File: src/rtl/core/pps_pkg.sv
// ----------------------------------------------------------------------------
// pps_pkg: shared types and constants for the PWM pulse-width smoother
// Fixed widths, averaging constants and the state write controls.
// ----------------------------------------------------------------------------
`timescale 1ns / 1ps

package pps_pkg;

  localparam int TS_W    = 32;
  localparam int WIDTH_W = 16;
  localparam int SUM_W   = 20;
  localparam int PROD_W  = 40;

  localparam logic [WIDTH_W-1:0] WIDTH_MAX = 16'hFFFF;

  // Division by ten as a multiplication by ceil(2^23 / 10) and a shift.
  // It is exact for every sum below 2^20.
  localparam logic [SUM_W-1:0] RECIP_MULT  = 20'd838861;
  localparam int               RECIP_SHIFT = 23;

  typedef logic [TS_W-1:0]    ts_t;
  typedef logic [WIDTH_W-1:0] width_t;

  typedef struct packed {
    logic rise_we;
    logic avg_we;
  } pps_wr_t;

endpackage

File: src/rtl/core/pps_width_calc.sv
// ----------------------------------------------------------------------------
// pps_width_calc: high time and smoothed width
// Measures the high time, saturates it and folds it into the running average.
// ----------------------------------------------------------------------------
`timescale 1ns / 1ps

module pps_width_calc
  import pps_pkg::*;
(
  input  ts_t    fall_time,
  input  ts_t    rise_time,
  input  width_t old_avg,
  output width_t new_avg
);

  ts_t                 diff;
  width_t              high;
  logic [SUM_W-1:0]    sum;
  logic [PROD_W-1:0]   prod;

  assign diff = fall_time - rise_time;
  assign high = (|diff[TS_W-1:WIDTH_W]) ? WIDTH_MAX : diff[WIDTH_W-1:0];

  // high + 9 * old, built as old * 8 + old + high.
  assign sum = {4'b0, high} + {1'b0, old_avg, 3'b0} + {4'b0, old_avg};

  assign prod    = {{(PROD_W-SUM_W){1'b0}}, sum} * {{(PROD_W-SUM_W){1'b0}}, RECIP_MULT};
  assign new_avg = prod[RECIP_SHIFT+WIDTH_W-1:RECIP_SHIFT];

endmodule

File: src/rtl/core/pps_state.sv
// ----------------------------------------------------------------------------
// pps_state: per-channel rise time and average registers
// Holds the last rise time and the smoothed width of each channel.
// ----------------------------------------------------------------------------
`timescale 1ns / 1ps

module pps_state
  import pps_pkg::*;
#(
  parameter int NUM_CHANNELS = 2,
  parameter int CHANNEL_W    = 1
) (
  input  logic                 clk,
  input  logic                 rst,
  input  logic [CHANNEL_W-1:0] sel,
  input  pps_wr_t              wr,
  input  ts_t                  rise_data,
  input  width_t               avg_data,
  output ts_t                  rise_time,
  output width_t               width_average
);

  ts_t    rise_mem [NUM_CHANNELS];
  width_t avg_mem  [NUM_CHANNELS];
  logic   sel_ok;

  assign sel_ok = {1'b0, sel} < (CHANNEL_W+1)'(NUM_CHANNELS);

  assign rise_time     = sel_ok ? rise_mem[sel] : '0;
  assign width_average = sel_ok ? avg_mem[sel]  : '0;

  always_ff @(posedge clk) begin
    if (rst) begin
      for (int i = 0; i < NUM_CHANNELS; i++) begin
        rise_mem[i] <= '0;
        avg_mem[i]  <= '0;
      end
    end else if (sel_ok) begin
      if (wr.rise_we) begin
        rise_mem[sel] <= rise_data;
      end
      if (wr.avg_we) begin
        avg_mem[sel] <= avg_data;
      end
    end
  end

endmodule

File: src/rtl/core/pwm_pulse_width_smoother.sv
// ----------------------------------------------------------------------------
// pwm_pulse_width_smoother: two-channel PWM pulse-width decoder and smoother
// A falling-edge word passes the hold register, then the result register.
// Throughput: one edge word per cycle unless out_stall holds the result.
// Reset clears both valid flags and every rise time and average to zero.
// ----------------------------------------------------------------------------
`timescale 1ns / 1ps

module pwm_pulse_width_smoother
  import pps_pkg::*;
#(
  parameter int NUM_CHANNELS = 2,
  localparam int CHANNEL_W   = (NUM_CHANNELS > 1) ? $clog2(NUM_CHANNELS) : 1
) (
  input  logic                 clk,
  input  logic                 rst,
  input  logic                 in_valid,
  output logic                 in_stall,
  input  logic [CHANNEL_W-1:0] channel,
  input  logic                 level,
  input  ts_t                  timestamp_us,
  output logic                 out_valid,
  input  logic                 out_stall,
  output logic [CHANNEL_W-1:0] out_channel,
  output width_t               smoothed_width
);

  logic                 hold_valid;
  logic [CHANNEL_W-1:0] hold_channel;
  logic                 hold_level;
  ts_t                  hold_timestamp;

  logic    advance;
  logic    fire;
  logic    in_range;
  pps_wr_t wr;
  ts_t     rise_time;
  width_t  old_avg;
  width_t  new_avg;

  assign advance  = !out_valid || !out_stall;
  assign in_stall = hold_valid && !advance;
  assign fire     = hold_valid && advance;
  assign in_range = {1'b0, hold_channel} < (CHANNEL_W+1)'(NUM_CHANNELS);

  assign wr.rise_we = fire && hold_level;
  assign wr.avg_we  = fire && !hold_level;

  pps_state #(
    .NUM_CHANNELS (NUM_CHANNELS),
    .CHANNEL_W    (CHANNEL_W)
  ) u_state (
    .clk           (clk),
    .rst           (rst),
    .sel           (hold_channel),
    .wr            (wr),
    .rise_data     (hold_timestamp),
    .avg_data      (new_avg),
    .rise_time     (rise_time),
    .width_average (old_avg)
  );

  pps_width_calc u_calc (
    .fall_time (hold_timestamp),
    .rise_time (rise_time),
    .old_avg   (old_avg),
    .new_avg   (new_avg)
  );

  always_ff @(posedge clk) begin
    if (rst) begin
      hold_valid <= 1'b0;
    end else if (!in_stall) begin
      hold_valid <= in_valid;
    end
  end

  always_ff @(posedge clk) begin
    if (in_valid && !in_stall) begin
      hold_channel   <= channel;
      hold_level     <= level;
      hold_timestamp <= timestamp_us;
    end
  end

  always_ff @(posedge clk) begin
    if (rst) begin
      out_valid <= 1'b0;
    end else if (advance) begin
      out_valid <= fire && !hold_level && in_range;
    end
  end

  always_ff @(posedge clk) begin
    if (fire && !hold_level && in_range) begin
      out_channel    <= hold_channel;
      smoothed_width <= new_avg;
    end
  end

endmodule
File: config.mk
export PLATFORM = sky130hd
export DESIGN_NAME = pwm_pulse_width_smoother
export DESIGN_NICKNAME = d
export VERILOG_FILES = /design/src/rtl/core/pps_pkg.sv /design/src/rtl/core/pps_width_calc.sv /design/src/rtl/core/pps_state.sv /design/src/rtl/core/pwm_pulse_width_smoother.sv
export SDC_FILE = /design/constraint.sdc
export NUM_CORES = 1
export LEC_CHECK = 0
export CAP_MARGIN = 20
export CORE_MARGIN = 4
export CORE_UTILIZATION = 25
export DETAILED_ROUTE_END_ITERATION = 10
export DONT_BUFFER_PORTS = 1
export GPL_TIMING_DRIVEN = 0
export HOLD_SLACK_MARGIN = 0.15
export SYNTH_ARGS = -nofsm -noshare
export SYNTH_HDL_FRONTEND = slang
export SYNTH_HIERARCHICAL = 1
export SYNTH_SLANG_ARGS = --single-unit
File: constraint.sdc
create_clock -name clk -period 12 [get_ports clk]
set_input_delay 1.8 -clock clk [delete_from_list [all_inputs] [get_ports clk]]
set_output_delay 1.8 -clock clk [all_outputs]
set_load 0.1 [all_outputs]
==> tab_implementation.tex, run 1 <==
\begin{tabular}{lr}
\hline
Metric & Value \\
\hline
\multicolumn{2}{l}{\textbf{Global route}} \\
Pin count of the biggest net entering global routing & 33 \\
Number of global-route vias before repair & 11,968 \\
Overall Global Routing Usage & 0.1182 \\
Wire length of the first global-routing pass & 63,320 um \\
Total overflow reported by the global router & 0 \\
Number of antenna violations at the first check in global routing & 0 \\
\multicolumn{2}{l}{\textbf{Min path}} \\
Classification of the worst-slack hold path & reg -> reg \\
Endpoint of the worst hold-timing path & out\_channel \\
HP Start & hold\_channel \\
Min-Delay Path Depth & 0 \\
\multicolumn{2}{l}{\textbf{Worst setup path}} \\
Worst Setup Start Kind & register \\
Crit path top cell by count & sky130\_fd\_sc\_hd\_\_fa\_1 \\
Maximum single-stage delay on the critical path & 0.55 ns \\
Path type of the worst setup path & reg -> reg \\
Slowest stage cell on the critical path & sky130\_fd\_sc\_hd\_\_fa\_2 \\
Worst-path fanout max & 7 \\
Sort of element at the end of the critical path & register \\
RR Startpoint & hold\_channel \\
Data arrival time of the critical path & 12.32 ns \\
R2R cell count & 55 \\
Register-to-register path setup slack & -0.03 ns \\
Required time of the worst setup path & 12.29 ns \\
Critical register-to-register path endpoint & u\_state/avg\_mem[0][14] \\
\multicolumn{2}{l}{\textbf{CTS}} \\
Number of buffers created by CTS & 17 \\
Clock tree root driver cell & sky130\_fd\_sc\_hd\_\_clkbuf\_16 \\
Buffer levels on the longest clock path & 2 \\
Clock latency of the later-clocked register in the worst-skew pair & 0.43 ns \\
Clock-pin slew on the worst setup and hold paths & 0.06 ns \\
Hold\_buf cts & 0 \\
Count of H-tree levels built during CTS & 4 \\
Clk sink count & 149 \\
TritonCTS clock tree & yes \\
\multicolumn{2}{l}{\textbf{Timing}} \\
Achievable frequency & 0.08311 GHz \\
RSZ-0062 raised after global routing & true \\
Worst clock skew & 0.01061 ns \\
Shortest period the worst path allows & 12.03 ns \\
Crit path setup slack, layout & -0.03257 ns \\
Worst slew pin tran & 1.024 ns \\
Slew margin rel. & 0.3166 \\
Final Hold Violating Endpoints & 0 \\
Post-route fraction of the period consumed by the critical path & 1.003 \\
Max-slew violation count & 0 \\
Finish-stage setup viols & 2 \\
\multicolumn{2}{l}{\textbf{Yosys}} \\
Area share of the largest cell type after synthesis & 0.2776 \\
Number of warnings printed during yosys synthesis & 6 \\
Post-synth EDFFs & 147 \\
Area of the mapped netlist & 15,900 um\^{}2 \\
Cell taking the most area after synthesis & sky130\_fd\_sc\_hd\_\_edfxtp\_1 \\
Synth cell count leaders & sky130\_fd\_sc\_hd\_\_inv\_1, sky130\_fd\_sc\_hd\_\_ha\_1, sky130\_fd\_sc\_hd\_\_fa\_1, sky130\_fd\_sc\_hd\_\_nor2\_1, sky130\_fd\_sc\_hd\_\_edfxtp\_1 \\
Most common flop cell mapped by yosys & sky130\_fd\_sc\_hd\_\_edfxtp\_1 \\
Fraction of registers with async set/reset & 0 \\
Number of distinct library cells after synthesis & 79 \\
Syn Nets & 1,959 \\
Most common cell in the synthesized netlist & sky130\_fd\_sc\_hd\_\_inv\_1 \\
Sequential fraction of the synthesis area & 0.2801 \\
Average instance area after synthesis & 10.41 um\^{}2 \\
Top area cells in the synthesized netlist & sky130\_fd\_sc\_hd\_\_edfxtp\_1, sky130\_fd\_sc\_hd\_\_fa\_1, sky130\_fd\_sc\_hd\_\_ha\_1 \\
Post-synthesis instance total & 1,528 \\
Flip-flop and latch count after synthesis & 149 \\
\multicolumn{2}{l}{\textbf{Placement}} \\
IO buf count & 0 \\
Final Wtd Congestion & 0.8866 \\
Detail Placement HPWL & 31,600 um \\
Placed cell area & 16,990 um\^{}2 \\
\multicolumn{2}{l}{\textbf{Layout}} \\
Ratio of cells with drive above 1 in the final layout & 0.2331 \\
Final core utilization & 0.3139 \\
Area added between synthesis and finish & 24.27\% \\
Total area of sequential cells & 4454 um\^{}2 \\
Diode insertion count for antenna repair & 0 \\
\# nets final & 2,077 \\
Cell area after layout & 19,760 um\^{}2 \\
Number of fill cells in the layout & 6,367 \\
Area taken by multi-input logic gates & 11,410 um\^{}2 \\
\multicolumn{2}{l}{\textbf{Drt}} \\
Number of remaining DRC errors & 0 \\
Total via count after detailed routing & 11,267 \\
Residual antenna-violating net count after detailed routing & 0 \\
Number of detailed-routing iterations run before antenna repair & 4 \\
Routed len/inst & 16.22 um \\
Violation count after the first detailed-route iteration & 607 \\
Routed vias/inst & 4.503 \\
Final wirelength & 40,590 um \\
\multicolumn{2}{l}{\textbf{Floorplan}} \\
Die Span X & 260.2 um \\
Die area & 67,710 um\^{}2 \\
Core footprint & 62,970 um\^{}2 \\
Initial core utilization & 0.2526 \\
I/O Pins & 57 \\
Vertical die dimension & 260.2 um \\
Rows & 92 \\
\multicolumn{2}{l}{\textbf{Job}} \\
Number of violations of the max-capacitance limit & 0 \\
\multicolumn{2}{l}{\textbf{Outcome}} \\
Outcome & finished with violations \\
Failing checks & negative setup slack \\
\hline
\end{tabular}
## registers in the layout, summed over array words and instances, names as in the netlist
name / count
hold_channel: 1
hold_level: 1
hold_timestamp: 32
hold_valid: 1
out_channel: 1
out_valid: 1
smoothed_width: 16
u_state/avg_mem: 32
u_state/rise_mem: 64
## logic make-up after synthesis
kind of cell	after synthesis	share of synthesized area
flip-flops	149	0.2801
multiplexers	50	0.03533
adder cells (fa/ha/maj)	393	0.3814
buffers and inverters	331	0.08387
AND/OR/NAND/NOR	358	0.1053
XOR/XNOR	61	0.03360
AO/OA/AOI/OAI	186	0.08041
## metrics by stage
step                      hold WS (ns)  TNS (ns)  std cells  setup WS [ns]
after floorplan                 0.4206         0       1528        0.06058
after global placement          0.4388    -85.70       2374         -2.422
after detailed placement        0.4358    -95.31       2375         -2.615
after CTS                       0.5055   -0.6367       2463        -0.1374
after global routing            0.5211    -8.419       2502        -0.5042
final                           0.5097  -0.03731       2502       -0.03257
## layout by cell type, fill, tap and decap left out, drive strengths merged, types with 6 or more instances in the layout
master,count
a211oi,6
a21o,22
a21oi,48
and3,13
buf,130
clkbuf,25
edfxtp,147
fa,153
ha,240
inv,294
mux2,49
nand2,83
nand2b,8
nand3,14
nand4,22
nor2,153
nor2b,12
nor3,24
o2111ai,6
o211ai,8
o21a,15
o21ai,29
xnor2,40
xor2,21
## worst max-delay path by stage
stage	cells after the start	startpoint	endpoint
5_1_grt	56	hold_channel	u_state/avg_mem[1][14]
6_report	55	hold_channel	u_state/avg_mem[0][14]
3_3_place_gp	49	hold_channel	u_state/avg_mem[0][15]
3_5_place_dp	48	hold_channel	u_state/avg_mem[0][15]
4_1_cts	54	hold_channel	u_state/avg_mem[1][15]
2_1_floorplan	51	hold_channel	u_state/avg_mem[1][15]
## layout make-up
type	count	area share
repair buffers	105	0.04147
inverters	292	0.05597
flip-flops and latches	149	0.2254
clock inverters	12	0.01032
multi-input cells	1048	0.5774
clock buffers	17	0.02153
well taps	846	0.05356
plain buffers	33	0.01437
## timing repair
item,CTS,global route
gates cloned,0,0
endpoints found under the setup margin,48,48
buffers inserted,62,44
pin swaps,72,90
gates resized for setup,168,109
## layer usage
layer / vias to the layer above / GRT usage / part of all wire / wire [um]
li1: 5383 / - / - / -
met2: 240 / 0.2137 / 0.52 / 20910
met4: 0 / 0.03847 / 0.023 / 940
met3: 54 / 0.01733 / 0.033 / 1356
met1: 5590 / 0.1443 / 0.43 / 17390
met5: - / 0 / 0 / 0
## worst max-delay path: cells and delay by family (launching register included)
family          cells  cell delay, ns
fa+ha+maj          12            4.34
xor+xnor            2            0.37
mux                 1            0.30
compound gates     15            2.63
buf+inv            11            1.31
simple gates       14            2.48
flops               1            0.42
Power of run 1 is left out: the tool's default activity adds up to more than one toggle a clock period on the data nets, which glitch-free logic cannot reach.
==> run 2, diff against run 1 <==
PLACE_DENSITY = 0.39   (was unset)
==> run 2 against run 1 <==
The run still ends with negative setup slack left; sequential cell count is the same; fmax is essentially flat; global-route usage grew 1.1 points; critical path type unchanged; largest cell class unchanged; wire length grew 5.8%; critical endpoint is now smoothed_width[15]; sequential share of layout area is essentially flat; cell count shrank 0.16%.
==> tab_implementation.tex, run 2 (synthesis gave the netlist of run 1 again) <==
\begin{tabular}{lr}
\hline
Metric & Value \\
\hline
\multicolumn{2}{l}{\textbf{Timing}} \\
Shortest period the worst path allows & 12.03 ns (-0.003282 ns) \\
Worst slew pin tran & 1.072 ns (+0.04859 ns) \\
Finish-stage setup viols & 3 (+1) \\
RSZ-0062 raised after global routing & true \\
Post-route fraction of the period consumed by the critical path & 1.002 (about the same) \\
Final Hold Violating Endpoints & 0 (unchanged) \\
Max-slew violation count & 0 (unchanged) \\
Achievable frequency & 0.08313 GHz (about the same) \\
Worst clock skew & 0.02681 ns (+0.01620 ns) \\
Crit path setup slack, layout & -0.02929 ns (+0.003282 ns) \\
Slew margin rel. & 0.2841 (-0.03244) \\
\multicolumn{2}{l}{\textbf{Placement}} \\
Minimum setup slack after placement & -2.806 ns (-0.1907 ns) \\
Detail Placement HPWL & 34,670 um (+9.7\%) \\
IO buf count & 0 (unchanged) \\
Placed cell area & 17,040 um\^{}2 (+0.28\%) \\
Final Wtd Congestion & 0.8375 (-5.5\%) \\
\multicolumn{2}{l}{\textbf{Worst setup path}} \\
R2R cell count & 54 (-1.8\%) \\
Crit path top cell by count & sky130\_fd\_sc\_hd\_\_buf\_4 \\
Sort of element at the end of the critical path & register \\
Start point of the critical path & hold\_channel \\
Critical register-to-register path endpoint & smoothed\_width[15] \\
Data arrival time of the critical path & 12.24 ns (-0.08 ns) \\
Worst Setup Start Kind & register \\
Required time of the worst setup path & 12.21 ns (-0.08 ns) \\
Register-to-register path setup slack & -0.03 ns (about the same) \\
Path type of the worst setup path & reg -> reg \\
RR Startpoint & hold\_channel \\
Maximum single-stage delay on the critical path & 0.60 ns (+0.05 ns) \\
Capturing element of the worst setup path & smoothed\_width[15] \\
Slowest stage cell on the critical path & sky130\_fd\_sc\_hd\_\_fa\_2 \\
Worst-path fanout max & 8 (+1) \\
\multicolumn{2}{l}{\textbf{Layout}} \\
Diode insertion count for antenna repair & 0 (unchanged) \\
Cell area after layout & 19,770 um\^{}2 (about the same) \\
Biggest regs & u\_state/rise\_mem: 64 flops, hold\_timestamp: 32 flops, u\_state/avg\_mem: 32 flops \\
Final core utilization & 0.3140 (about the same) \\
Ratio of cells with drive above 1 in the final layout & 0.2331 (about the same) \\
Most frequent cells in the layout & sky130\_fd\_sc\_hd\_\_inv\_1, sky130\_fd\_sc\_hd\_\_ha\_1, sky130\_fd\_sc\_hd\_\_edfxtp\_1, sky130\_fd\_sc\_hd\_\_fa\_1, sky130\_fd\_sc\_hd\_\_nor2\_1 \\
Area added between synthesis and finish & 24.34\% (about the same) \\
Commonest non-fill, non-tap cell in the layout & sky130\_fd\_sc\_hd\_\_inv\_1 \\
Flip-flop count of the largest register after layout & 64 (unchanged) \\
\# nets final & 2,070 (-0.34\%) \\
Register containing the most flip-flops in the final layout & u\_state/rise\_mem \\
\multicolumn{2}{l}{\textbf{Drt}} \\
Violation count after the first detailed-route iteration & 462 (-24\%) \\
Routed vias/inst & 4.408 (-2.1\%) \\
Number of remaining DRC errors & 0 (unchanged) \\
Residual antenna-violating net count after detailed routing & 0 (unchanged) \\
Routed len/inst & 17.20 um (+6.0\%) \\
Final wirelength & 42,960 um (+5.8\%) \\
Number of detailed-routing iterations run before antenna repair & 5 (+1) \\
Total via count after detailed routing & 11,012 (-2.3\%) \\
\multicolumn{2}{l}{\textbf{Floorplan}} \\
Initial core utilization & 0.2526 (unchanged) \\
Rows & 92 (unchanged) \\
Die area & 67,710 um\^{}2 (unchanged) \\
I/O Pins & 57 (unchanged) \\
Die Span X & 260.2 um (unchanged) \\
Core footprint & 62,970 um\^{}2 (unchanged) \\
Vertical die dimension & 260.2 um (unchanged) \\
\multicolumn{2}{l}{\textbf{CTS}} \\
Clock latency of the later-clocked register in the worst-skew pair & 0.45 ns (+0.02 ns) \\
Clk sink count & 149 (unchanged) \\
Clock-pin slew on the worst setup and hold paths & 0.06 ns (about the same) \\
Buffer levels on the longest clock path & 2 (unchanged) \\
Number of buffers created by CTS & 17 (unchanged) \\
Clock tree root driver cell & sky130\_fd\_sc\_hd\_\_clkbuf\_16 \\
TritonCTS clock tree & yes \\
Hold\_buf cts & 0 (unchanged) \\
Count of H-tree levels built during CTS & 4 (unchanged) \\
\multicolumn{2}{l}{\textbf{Global route}} \\
Number of global-route vias before repair & 11,784 (-1.5\%) \\
Total overflow reported by the global router & 0 (unchanged) \\
Wire length of the first global-routing pass & 67,310 um (+6.3\%) \\
Number of antenna violations at the first check in global routing & 0 (unchanged) \\
Pin count of the biggest net entering global routing & 33 (unchanged) \\
Overall Global Routing Usage & 0.1291 (+0.01088) \\
\multicolumn{2}{l}{\textbf{Outcome}} \\
Outcome & finished with violations \\
Failing checks & negative setup slack \\
\multicolumn{2}{l}{\textbf{Job}} \\
Number of violations of the max-capacitance limit & 0 (unchanged) \\
\multicolumn{2}{l}{\textbf{Min path}} \\
Classification of the worst-slack hold path & reg -> reg \\
\hline
\end{tabular}
==> run 2: area by class of cell <==
cell class / count / area, um^2
Multi-Input combinational cell: 1048 / 11430
Sequential cell: 149 / 4454
Clock buffer: 17 / 425.4
Tap cell: 846 / 1059
Timing Repair Buffer: 96 / 837.1
Clock inverter: 15 / 167.7
Fill cell: 6538 / 43190
Inverter: 292 / 1101
Buffer: 35 / 297.8
==> run 2: repair_timing <==
action / CTS / global route
pin swaps: 77 / 111
buffers inserted: 47 / 44
gates cloned: 1 / 0
resized for setup: 170 / 116
endpoints found under the setup margin: 48 / 48
==> run 2: metrics by stage <==
step | TNS, ns | hold slack, ns | cells
2_1_floorplan | 0 | 0.4206 | 1528
3_3_place_gp | -102.18 | 0.4303 | 2374
3_5_place_dp | -102.87 | 0.4358 | 2378
4_1_cts | -1.661 | 0.5073 | 2456
5_1_grt | -9.509 | 0.5348 | 2498
6_report | -0.06835 | 0.5093 | 2498
==> run 2: worst min-delay path by stage <==
stage,from,endpoint,slack [ns],depth (start not counted)
finish,hold_valid,out_valid,0.51,2
global route,hold_valid,out_valid,0.53,2
CTS,hold_valid,out_valid,0.51,2
detailed placement,hold_channel,out_channel,0.44,0
global placement,hold_channel,out_channel,0.43,0
floorplan,hold_channel,out_channel,0.42,0
==> run 2: routing by layer <==
| layer | track usage | vias up | part of all wire | routed length, um |
|---|---|---|---|---|
| met5 | 0 | - | 0 | 0 |
| met4 | 0.02878 | 0 | 0.012 | 530 |
| met3 | 0.01431 | 26 | 0.020 | 869 |
| met2 | 0.2250 | 131 | 0.50 | 21480 |
| li1 | - | 5376 | - | - |
| met1 | 0.1727 | 5479 | 0.47 | 20090 |
==> run 2: critical path: cells and delay by family, from the launching register on <==
family	cells	cell delay (ns)
fa+ha+maj	12	4.30
compound gates	16	2.99
mux	1	0.30
buf+inv	12	1.45
simple gates	11	1.98
flops	1	0.43
xor+xnor	2	0.26
Power of run 2 is left out for the same reason.
==> run 3, diff against run 2 <==
CORE_MARGIN = 3   (was 4)
SYNTH_HIERARCHICAL = unset   (was 1)
==> run 3 against run 2 <==
Fmax increased by 1.4%; via count decreased by 3.7%; sequential cell count increased by 1; synthesized cell count decreased by 2.5%; the flow now finishes without violations; worst hold slack improved by 0.021 ns; critical path depth decreased by 8; critical endpoint is now u_state.avg_mem[1][13]; clock skew decreased by 0.0041 ns; cell area decreased by 2.6%; core utilization decreased by 0.49 points.
==> tab_implementation.tex, run 3 <==
\begin{tabular}{lr}
\hline
Metric & Value \\
\hline
\multicolumn{2}{l}{\textbf{Outcome}} \\
Outcome & completed \\
\multicolumn{2}{l}{\textbf{Placement}} \\
Cell count after placement & 2,330 (-2.0\%) \\
Detail Placement HPWL & 34,680 um (about the same) \\
Minimum setup slack after placement & -2.675 ns (+0.1309 ns) \\
IO buf count & 0 (unchanged) \\
Final Wtd Congestion & 0.8216 (-1.9\%) \\
\multicolumn{2}{l}{\textbf{Yosys}} \\
Most common cell in the synthesized netlist & sky130\_fd\_sc\_hd\_\_inv\_1 \\
Adder and majority cell fraction of the synthesized area & 0.3863 (+0.004892) \\
Xor-xnor portion of the synthesized cell area & 0.03419 (+0.0005938) \\
Post-synth EDFFs & 147 (unchanged) \\
Synth cell count leaders & sky130\_fd\_sc\_hd\_\_inv\_1, sky130\_fd\_sc\_hd\_\_ha\_1, sky130\_fd\_sc\_hd\_\_fa\_1, sky130\_fd\_sc\_hd\_\_edfxtp\_1, sky130\_fd\_sc\_hd\_\_nor2\_1 \\
Largest family of logic cells by synthesized area & adder cells \\
Average instance area after synthesis & 10.66 um\^{}2 (+2.4\%) \\
Post-synthesis instance total & 1,490 (-2.5\%) \\
Compound-Gate Fraction of Synth Area & 0.08256 (+0.002150) \\
Flip-flop and latch count after synthesis & 150 (+0.67\%) \\
Simple-Gate Fraction of Synth Area & 0.1015 (-0.003727) \\
Area share of the largest cell type after synthesis & 0.2779 (+0.0003499) \\
Most common flop cell mapped by yosys & sky130\_fd\_sc\_hd\_\_edfxtp\_1 \\
Fraction of registers with async set/reset & 0 (unchanged) \\
Number of warnings printed during yosys synthesis & 0 (-6) \\
Proportion of synthesized area in mux cells & 0.03301 (-0.002319) \\
Cell taking the most area after synthesis & sky130\_fd\_sc\_hd\_\_edfxtp\_1 \\
Top area cells in the synthesized netlist & sky130\_fd\_sc\_hd\_\_edfxtp\_1, sky130\_fd\_sc\_hd\_\_fa\_1, sky130\_fd\_sc\_hd\_\_ha\_1 \\
Sequential fraction of the synthesis area & 0.2817 (+0.001613) \\
Number of distinct library cells after synthesis & 77 (-2.5\%) \\
Syn Nets & 1,926 (-1.7\%) \\
Area of the mapped netlist & 15,880 um\^{}2 (-0.13\%) \\
\multicolumn{2}{l}{\textbf{Global route}} \\
Total overflow reported by the global router & 0 (unchanged) \\
Wire length of the first global-routing pass & 66,960 um (-0.52\%) \\
Overall Global Routing Usage & 0.1309 (+0.001805) \\
Number of global-route vias before repair & 11,330 (-3.9\%) \\
Number of antenna violations at the first check in global routing & 1 (+1) \\
Pin count of the biggest net entering global routing & 33 (unchanged) \\
\multicolumn{2}{l}{\textbf{Worst setup path}} \\
Worst-path fanout max & 8 (unchanged) \\
Maximum single-stage delay on the critical path & 0.55 ns (-0.05 ns) \\
Sort of element at the end of the critical path & register \\
Slowest stage cell on the critical path & sky130\_fd\_sc\_hd\_\_fa\_1 \\
Data arrival time of the critical path & 12.06 ns (-0.18 ns) \\
Crit path buffers/inverters & 8 (-4) \\
Crit path top cell by count & sky130\_fd\_sc\_hd\_\_fa\_1 \\
Critical path's top delay family & adder cells \\
Path type of the worst setup path & reg -> reg \\
Worst Setup Start Kind & register \\
Required time of the worst setup path & 12.19 ns (-0.02 ns) \\
\multicolumn{2}{l}{\textbf{Layout}} \\
Ratio of cells with drive above 1 in the final layout & 0.1813 (-0.05175) \\
Commonest non-fill, non-tap cell in the layout & sky130\_fd\_sc\_hd\_\_inv\_1 \\
Number of non-filler instances in the completed layout & 2,431 (-2.7\%) \\
Register containing the most flip-flops in the final layout & u\_state.rise\_mem \\
\# nets final & 2,017 (-2.6\%) \\
Number of fill cells in the layout & 6,471 (-1.0\%) \\
Flip-flop count of the largest register after layout & 64 (unchanged) \\
Most frequent cells in the layout & sky130\_fd\_sc\_hd\_\_inv\_1, sky130\_fd\_sc\_hd\_\_ha\_1, sky130\_fd\_sc\_hd\_\_fa\_1 \\
Area added between synthesis and finish & 21.23\% \\
Biggest regs & u\_state.rise\_mem: 64 flops, hold\_timestamp: 32 flops, u\_state.avg\_mem: 32 flops \\
Diode insertion count for antenna repair & 0 (unchanged) \\
\multicolumn{2}{l}{\textbf{CTS}} \\
Clk sink count & 150 (+0.67\%) \\
Clock tree root driver cell & sky130\_fd\_sc\_hd\_\_clkbuf\_16 \\
Buffer levels on the longest clock path & 2 (unchanged) \\
Clock latency of the later-clocked register in the worst-skew pair & 0.45 ns (about the same) \\
TritonCTS clock tree & yes \\
Hold\_buf cts & 0 (unchanged) \\
Count of H-tree levels built during CTS & 4 (unchanged) \\
Clock-pin slew on the worst setup and hold paths & 0.07 ns (about the same) \\
Number of buffers created by CTS & 17 (unchanged) \\
\multicolumn{2}{l}{\textbf{Job}} \\
Number of violations of the max-capacitance limit & 0 (unchanged) \\
\multicolumn{2}{l}{\textbf{Drt}} \\
Residual antenna-violating net count after detailed routing & 0 (unchanged) \\
Final wirelength & 42,950 um (about the same) \\
Total via count after detailed routing & 10,610 (-3.7\%) \\
Routed len/inst & 17.67 um (+2.7\%) \\
Routed vias/inst & 4.364 (-1.0\%) \\
Violation count after the first detailed-route iteration & 334 (-28\%) \\
Number of detailed-routing iterations run before antenna repair & 5 (unchanged) \\
Number of remaining DRC errors & 0 (unchanged) \\
\multicolumn{2}{l}{\textbf{Timing}} \\
Crit path setup slack, layout & 0.1361 ns (+0.1654 ns) \\
Shortest period the worst path allows & 11.86 ns (-0.1654 ns) \\
Slew margin rel. & 0.3217 (+0.03756) \\
Final Hold Violating Endpoints & 0 (unchanged) \\
Finish-stage setup viols & 0 (-3) \\
Achievable frequency & 0.08429 GHz (+1.4\%) \\
Worst clock skew & 0.02268 ns (-0.004124 ns) \\
Max-slew violation count & 0 (unchanged) \\
Post-route fraction of the period consumed by the critical path & 0.9887 (-0.01379) \\
Worst slew pin tran & 1.016 ns (-0.05627 ns) \\
RSZ-0062 raised after global routing & true \\
\multicolumn{2}{l}{\textbf{Floorplan}} \\
Die area & 66,590 um\^{}2 (-1.6\%) \\
I/O Pins & 57 (unchanged) \\
Core footprint & 62,280 um\^{}2 (-1.1\%) \\
Rows & 91 (-1.1\%) \\
Initial core utilization & 0.2550 (+0.002454) \\
Die Span X & 258.1 um (-0.83\%) \\
Vertical die dimension & 258.1 um (-0.83\%) \\
\multicolumn{2}{l}{\textbf{Min path}} \\
Classification of the worst-slack hold path & reg -> reg \\
\hline
\end{tabular}
-- run 3: area by class of cell --
cell class	instances	area, um^2	area share
Clock inverter	14	142.6	0.007408
Tap cell	837	1047	0.05439
Clock buffer	18	429.2	0.02229
Sequential cell	150	4478	0.2326
Multi-Input combinational cell	1008	11160	0.5794
Buffer	25	216.5	0.01124
Inverter	305	1145	0.05946
Timing Repair Buffer	74	640.6	0.03327
-- run 3: repair_timing --
action	CTS	global route
pin swaps	37	83
gates cloned	1	2
gates resized for setup	116	122
setup buffers	40	28
setup endpoints to repair	48	48
-- run 3: worst paths after layout --
path / from / end / slack (ns) / depth (start not counted)
min reg2reg: hold_valid / out_valid / 0.53 / 2
max reg2reg: register / u_state.avg_mem[1][13] / 0.14 / 46
max: register / u_state.avg_mem[1][13] / 0.14 / 46
min: hold_valid / out_valid / 0.53 / 2
-- run 3: kinds of logic after synthesis --
group	Yosys count
mux	52
simple gates	302
buf+inv	332
compound gates	194
flops	150
fa+ha+maj	398
xor+xnor	62
-- run 3: layer usage --
| metal | share of wire | vias to the layer above | global-route usage |
|---|---|---|---|
| li1 | - | 5184 | - |
| met4 | 0.0086 | 0 | 0.02271 |
| met3 | 0.020 | 24 | 0.01746 |
| met5 | 0 | - | 0 |
| met2 | 0.47 | 93 | 0.2149 |
| met1 | 0.50 | 5309 | 0.1861 |
-- run 3: through the flow --
stage / area, um^2 / util / hold slack [ns] / setup TNS, ns
5_1_grt: 19250 / 0.3092 / 0.5750 / -3.136
3_5_place_dp: 16990 / 0.2728 / 0.5061 / -92.91
6_report: 19250 / 0.3092 / 0.5302 / 0
4_1_cts: 18450 / 0.2962 / 0.5320 / 0
3_3_place_gp: 16940 / 0.2720 / 0.5037 / -107.81
2_1_floorplan: 15890 / - / 0.4778 / 0
-- run 3: tightest hold or removal path: stages, from the launching register on --
cell and delay (ns):
sky130_fd_sc_hd__dfxtp_1 0.33, sky130_fd_sc_hd__nand2b_1 0.09, sky130_fd_sc_hd__a21oi_1 0.06
Power of run 3 is left out for the same reason.
